## config.mk

```make
export PLATFORM = sky130hd
export DESIGN_NAME = rtim_split
export DESIGN_NICKNAME = d
export VERILOG_FILES = /design/src/hw/rtl/radix_trie_id_map_top_macros.svh /design/src/hw/rtl/rtim_pkg.sv /design/src/hw/rtl/rtim_split.sv
export SDC_FILE = /design/constraint.sdc
export NUM_CORES = 1
export LEC_CHECK = 0
export BUFFER_PORTS_ARGS = -buffer_cell sky130_fd_sc_hd__buf_2
export CAP_MARGIN = 0
export CORE_MARGIN = 2
export CORE_UTILIZATION = 45
export DETAILED_ROUTE_END_ITERATION = 12
export GPL_TIMING_DRIVEN = 0
export PLACE_DENSITY = 0.68
export SLEW_MARGIN = 5
export SYNTH_ARGS = -nofsm -noshare
export SYNTH_HDL_FRONTEND = slang
export SYNTH_SLANG_ARGS = --single-unit
```

## constraint.sdc

```tcl
create_clock -name vclk -period 18
set_input_delay 3.6 -clock vclk [all_inputs]
set_output_delay 3.6 -clock vclk [all_outputs]
set_load 0.05 [all_outputs]
```

## src/hw/rtl/radix_trie_id_map_top_macros.svh

```systemverilog
// assertion macros shared by the radix trie id map rtl
// no dependencies; included by files that carry concurrent assertions
`ifndef RADIX_TRIE_ID_MAP_TOP_MACROS_SVH
`define RADIX_TRIE_ID_MAP_TOP_MACROS_SVH
`ifndef ASSERT_OFF
`define RTIM_ASSERT(lbl, clk, rst_n, cond) \
	lbl: assert property (@(posedge clk) disable iff (!rst_n) (cond)) \
	else $error("rtim assertion failed");
`define RTIM_ASSERT_NEXT(lbl, clk, rst_n, ante, cons) \
	lbl: assert property (@(posedge clk) disable iff (!rst_n) (ante) |=> (cons)) \
	else $error("rtim assertion failed");
`else
`define RTIM_ASSERT(lbl, clk, rst_n, cond)
`define RTIM_ASSERT_NEXT(lbl, clk, rst_n, ante, cons)
`endif
`endif

```

## src/hw/rtl/rtim_pkg.sv

```systemverilog
// shared constants, codes, types and helpers of the radix trie id map
// no dependencies
package rtim_pkg;
	localparam int LEVELS         = 4;
	localparam int LVL_W          = 2;
	localparam int MAX_LEVEL_BITS = 8;
	localparam int BITS_W         = 4;
	localparam int NODE_BLOCKS    = 1024;
	localparam int LEAF_CAP       = 65536;
	localparam int ID_BITS        = 32;
	localparam int TOT_W          = $clog2(LEVELS * MAX_LEVEL_BITS + 1);
	localparam int CFG_AW         = 3;
	localparam int CFG_DW         = 4;

	localparam logic [1:0] ACT_LOOKUP = 2'd0;
	localparam logic [1:0] ACT_INSERT = 2'd1;
	localparam logic [1:0] ACT_REMOVE = 2'd2;

	localparam logic [2:0] ST_FOUND    = 3'd0;
	localparam logic [2:0] ST_INSERTED = 3'd1;
	localparam logic [2:0] ST_ABSENT   = 3'd2;
	localparam logic [2:0] ST_REMOVED  = 3'd3;
	localparam logic [2:0] ST_FULL     = 3'd4;

	localparam logic [CFG_AW-1:0] CFG_LEVELS = 3'd0;
	localparam logic [CFG_AW-1:0] CFG_BITS0  = 3'd1;
	localparam logic [CFG_AW-1:0] CFG_BITS1  = 3'd2;
	localparam logic [CFG_AW-1:0] CFG_BITS2  = 3'd3;
	localparam logic [CFG_AW-1:0] CFG_BITS3  = 3'd4;

	typedef struct packed {
		logic [LVL_W-1:0]                 last_lvl;
		logic [LEVELS-1:0][BITS_W-1:0]    bits;
	} geom_t;

	typedef logic [LEVELS-1:0][MAX_LEVEL_BITS-1:0] fields_t;

	typedef struct packed {
		logic [2:0]  status;
		logic [15:0] dense_index;
		logic [18:0] table_slots;
	} rsp_t;

	// low ones mask of a level field, bits in 1..MAX_LEVEL_BITS
	function automatic logic [MAX_LEVEL_BITS-1:0] level_mask(input logic [BITS_W-1:0] bits);
		logic [MAX_LEVEL_BITS-1:0] ones;
		ones = '1;
		return ones >> (BITS_W'(MAX_LEVEL_BITS) - bits);
	endfunction
endpackage

```

## src/hw/rtl/rtim_split.sv

```systemverilog
// clamps the level geometry and cuts an identifier into per-level fields
// depends on rtim_pkg
module rtim_split (
	input  logic [2:0]                                        levels_in_use,
	input  logic [rtim_pkg::LEVELS-1:0][rtim_pkg::BITS_W-1:0] level_bits,
	input  logic [rtim_pkg::ID_BITS-1:0]                      vertex_id,
	output rtim_pkg::geom_t                                   geom,
	output rtim_pkg::fields_t                                 fields
);
	always_comb begin
		logic [2:0]                  lv;
		logic [rtim_pkg::BITS_W-1:0] b;
		logic [rtim_pkg::TOT_W-1:0]  total;
		logic [rtim_pkg::TOT_W-1:0]  used;
		logic [rtim_pkg::TOT_W-1:0]  sh;
		lv = levels_in_use;
		if (lv == 3'd0) begin
			lv = 3'd1;
		end
		if (lv > 3'(rtim_pkg::LEVELS)) begin
			lv = 3'(rtim_pkg::LEVELS);
		end
		geom.last_lvl = rtim_pkg::LVL_W'(lv - 3'd1);
		for (int i = 0; i < rtim_pkg::LEVELS; i++) begin
			b = level_bits[i];
			if (b == '0) begin
				b = rtim_pkg::BITS_W'(1);
			end
			if (b > rtim_pkg::BITS_W'(rtim_pkg::MAX_LEVEL_BITS)) begin
				b = rtim_pkg::BITS_W'(rtim_pkg::MAX_LEVEL_BITS);
			end
			geom.bits[i] = b;
		end
		total = '0;
		for (int i = 0; i < rtim_pkg::LEVELS; i++) begin
			if (rtim_pkg::LVL_W'(i) <= geom.last_lvl) begin
				total = total + rtim_pkg::TOT_W'(geom.bits[i]);
			end
		end
		// top level takes the most significant used bits
		used = '0;
		for (int i = 0; i < rtim_pkg::LEVELS; i++) begin
			used = used + rtim_pkg::TOT_W'(geom.bits[i]);
			sh = total - used;
			fields[i] = rtim_pkg::MAX_LEVEL_BITS'(vertex_id >> sh)
				& rtim_pkg::level_mask(geom.bits[i]);
		end
	end
endmodule

```

Word level (Yosys, flattened, before mapping)
Cells that the tools add are included.

Add/subtract/negate cells: 15. Mux-type cells: 14. Bitwise gates (word level): 4. Order comparisons: 9. Reductions and logical operators: 5. Shift-type cells: 8.

Operator list (number): 32-bit by 6-bit right shift with 8-bit output (4); 4-bit two-way mux (9); 8-bit AND (4); 8-bit by 4-bit right shift with 8-bit output, first input constant (4); 6-bit by 4-bit adder with 6-bit output (4); 6-bit two-way mux (3); 4-bit > comparator, second input constant (4); 4-bit zero test (4); 4-bit subtractor, first input constant (4); 6-bit subtractor (2); 5-bit by 4-bit adder with 6-bit output (1); 6-bit by 4-bit subtractor with 6-bit output (1); 6-bit by 5-bit subtractor with 6-bit output (1); 4-bit by 4-bit adder with 5-bit output (1); 1-bit by 2-bit less-or-equal comparator with 1-bit output, first input constant (2); 2-bit less-or-equal comparator, first input constant (2); 3-bit > comparator, second input constant (1); 3-bit zero test (1); 3-bit two-way mux (1); 2-bit two-way mux (1); 2-bit by 1-bit subtractor with 2-bit output, second input constant (1).

Word-level logic and storage cells: 55. Bits in registers: 0. Output and inout port bits: 50.

Depth between registers and ports, before layout
Depth in word-level cells: 16. Depth in mapped cells: 27.

Worst setup path after synthesis
OpenSTA, ideal clock, no wires.

Kind: input-to-output. Start point: in level_bits[1] (netlist name). End point: out fields[20] (netlist name). Path buffers: 2. Setup slack: 3.372 ns. Stages: 24. Arrival: 11.028 ns. Path through: nor2_1 > nor2_1 > nor2_1 > ha_1 > inv_1 > fa_1 > nor2_2 > a21oi_1 > inv_1 > fa_1 > nor2_1 > a21oi_1 > fa_1 > nand2_1 > o21a_1 > or2_1 > inv_1 > fa_1 > buf_1 > clkbuf_1 > mux4_2 > mux4_2 > nor2_1 > nor4b_1.

RTL lines: start, declared (RTL line rtim_split.sv:5) `input logic [rtim_pkg::LEVELS-1:0][rtim_pkg::BITS_W-1:0] level_bits,`; end, declared (RTL line rtim_split.sv:8) `output rtim_pkg::fields_t fields`.

==> impl_metrics.py <==
metrics = {
    "worst_setup_path": {
        "arrival_ns": 10.92,
        "crit_required_ns": 14.40,
        "critPathKind": "input pin to output port",
        "crit_path_max_fanout": 8,
        "start_kind": "input pin",
        "end_kind": "output port",
    },
    "sta": {
        "min_period_over_period": 0.807,
        "fmax_mhz": 68.8,
        "slew_viol_final": 0,
        "setup_viol": 0,
        "slew_headroom": 0.387,
        "tightest_slew_ns": 0.916,
        "setup_tns_ns": 0,
        "rsz0062_at_grt": "no",
        "hold_violations": 0,
        "fin_crit_ns": 14.52,
    },
    "layout": {
        "n_antenna_cell": 0,
        "seq_cells": 0,
        "seqCellArea_um2": 0,
        "layout_commonest_cell": "buf_2",
        "multi_input_area_mm2": 0.00648,
        "final_cell_mix": "buf_2, mux2i_1, nand2_1",
        "area_growth_pct": 10.2,
        "clock_buffers": 0,
        "num-fill-cells": 1551,
        "nNetsFinal": 1083,
        "drive_above_1_share": 0.266,
    },
    "route": {
        "vias": 7317,
        "initialDrtViolationCount": 806,
        "drc": 0,
        "avgRoutedWirePerCell_um": 20.8,
        "viasPerCell": 6.18,
        "wirelength_um": 24600,
        "drt_pass1_iterations": 5,
        "antenna_left": 0,
    },
    "die": {
        "die_x_um": 129,
        "rows": 45,
        "die_area_mm2": 0.0167,
        "io_pins": 101,
        "die_h_um": 129,
        "start_util": 0.461,
        "core_area_mm2": 0.0153,
    },
    "clocking": {
        "postCtsResizedCells": 0,
        "hold_buffers": 0,
        "post_cts_buffers": 0,
    },
    "hold_path": {
        "whs_path_depth": 3,
        "min_from": "level_bits[15]",
        "hp-class": "input pin to output port",
        "whs_endpoint": "geom[15]",
    },
    "yosys": {
        "synth_area_per_cell_um2": 7.98,
        "synth_top_family_by_area": "multiplexers",
        "synth_xor_area_frac": 0.0549,
        "synthTopCellsByArea": "mux4_2, mux2i_1, mux2_2",
        "synth_fp_nets": 990,
        "synth_compound_area_frac": 0.220,
        "synth_largest_area_cell": "mux4_2",
        "synthCells": 882,
        "synth_simple_gate_area_frac": 0.152,
        "netlist.area_leader.share": 0.157,
        "muxShareOfSynthArea": 0.381,
        "synth_warnings": 0,
        "ys_seq_area_frac": 0,
        "ys_types": 78,
        "synthAdderAreaFrac": 0.113,
        "netlist_area_mm2": 0.00704,
    },
    "grt": {
        "grt_pass1_wl_um": 38300,
        "grt_max_degree": 11,
        "grt_pass1_vias": 7003,
        "grt_use_total": 0.290,
        "antenna_found_initial": 0,
        "grt_overflow": 0,
    },
    "placed_design": {
        "dp_hpwl_um": 19300,
        "gp_congestion": 0.947,
        "io_buffers": 91,
    },
    "flow_run": {
        "maxCapViolCount": 0,
    },
    "status": {
        "status": "complete, no violations",
    },
}
-- stage by stage --
step	hold slack, ns	util	instance area [um2]	setup slack [ns]	cells
floorplan	7.33	-	7040	3.37	882
global placement	7.65	0.509	7760	3.48	1184
detailed placement	7.66	0.509	7760	3.47	1184
CTS	7.66	0.509	7760	3.44	1184
global route	7.68	0.509	7760	2.98	1184
finish	7.65	0.509	7760	3.48	1184
-- cells by family after synthesis --
family / after synthesis
xor gates and xnor gates: 36
and+or+nand+nor: 229
adders and majority gates: 57
muxes: 200
buffers and inverters: 131
AOI/OAI and AO/OA: 229
-- worst max-delay path, stage by stage --
cell       delay [ns]
buf_2            0.12
nor2_1           0.08
nor2_1           0.04
nor2_1           0.49
ha_1             0.28
inv_1            0.06
fa_1             0.69
nor2_2           0.12
a21oi_1          0.19
inv_1            0.10
fa_1             0.43
xnor2_1          0.14
o21ai_0          0.28
ha_1             0.34
xnor2_1          0.14
a21oi_1          0.53
fa_1             0.53
ha_1             0.39
nor2b_1          0.16
o21a_1           0.22
o21a_2           0.26
nor2_2           0.34
mux4_2           0.57
nor2b_1          0.16
a2111oi_2        0.32
buf_2            0.32
-- final cells by class --
cell class         count  share of cell area
repair buffers        91              0.0587
multi-input cells    751               0.835
inverters             52              0.0252
plain buffers         79              0.0472
well taps            211              0.0340
-- layer usage --
| layer | share of wire | GRT usage | vias up |
|---|---|---|---|
| li1 | - | - | 3456 |
| met1 | 0.43 | 0.390 | 3459 |
| met2 | 0.46 | 0.489 | 340 |
| met3 | 0.075 | 0.0310 | 62 |
| met4 | 0.036 | 0.0946 | 0 |
| met5 | 0 | 0 | - |
-- synthesized netlist by cell type (all sizes together) (3+ instances only) --
library cell and instances:
nand2 84, o21ba 3, nor2 75, o21a 9, o22ai 4, or2 4, fa 11, inv 52
o221ai 3, a211o 5, nor2b 19, a21oi 57, clkbuf 37, ha 46, nor4 9, xnor2 18
o31ai 4, mux4 49, o211ai 14, buf 41, a2111oi 8, nand3 4, a21o 10, a31oi 3
o21ai 64, a211oi 25, nand2b 6, mux2 53, a221oi 3, mux2i 98, and3 5, nor3 12
o31a 5, nor4b 3, xor2 16
-- how the worst max path moves through the flow --
stage,start,to,slack [ns],cells after the start
after CTS,level_bits[2],fields[27],3.44,26
final,level_bits[2],fields[27],3.48,26
after detailed placement,level_bits[2],fields[27],3.47,26
after global routing,level_bits[2],fields[27],2.98,26
after floorplan,level_bits[1],fields[20],3.37,24
after global placement,level_bits[2],fields[27],3.48,26
Power is left out: the tool's default activity adds up to more than one toggle a clock period on the data nets, which glitch-free logic cannot reach.
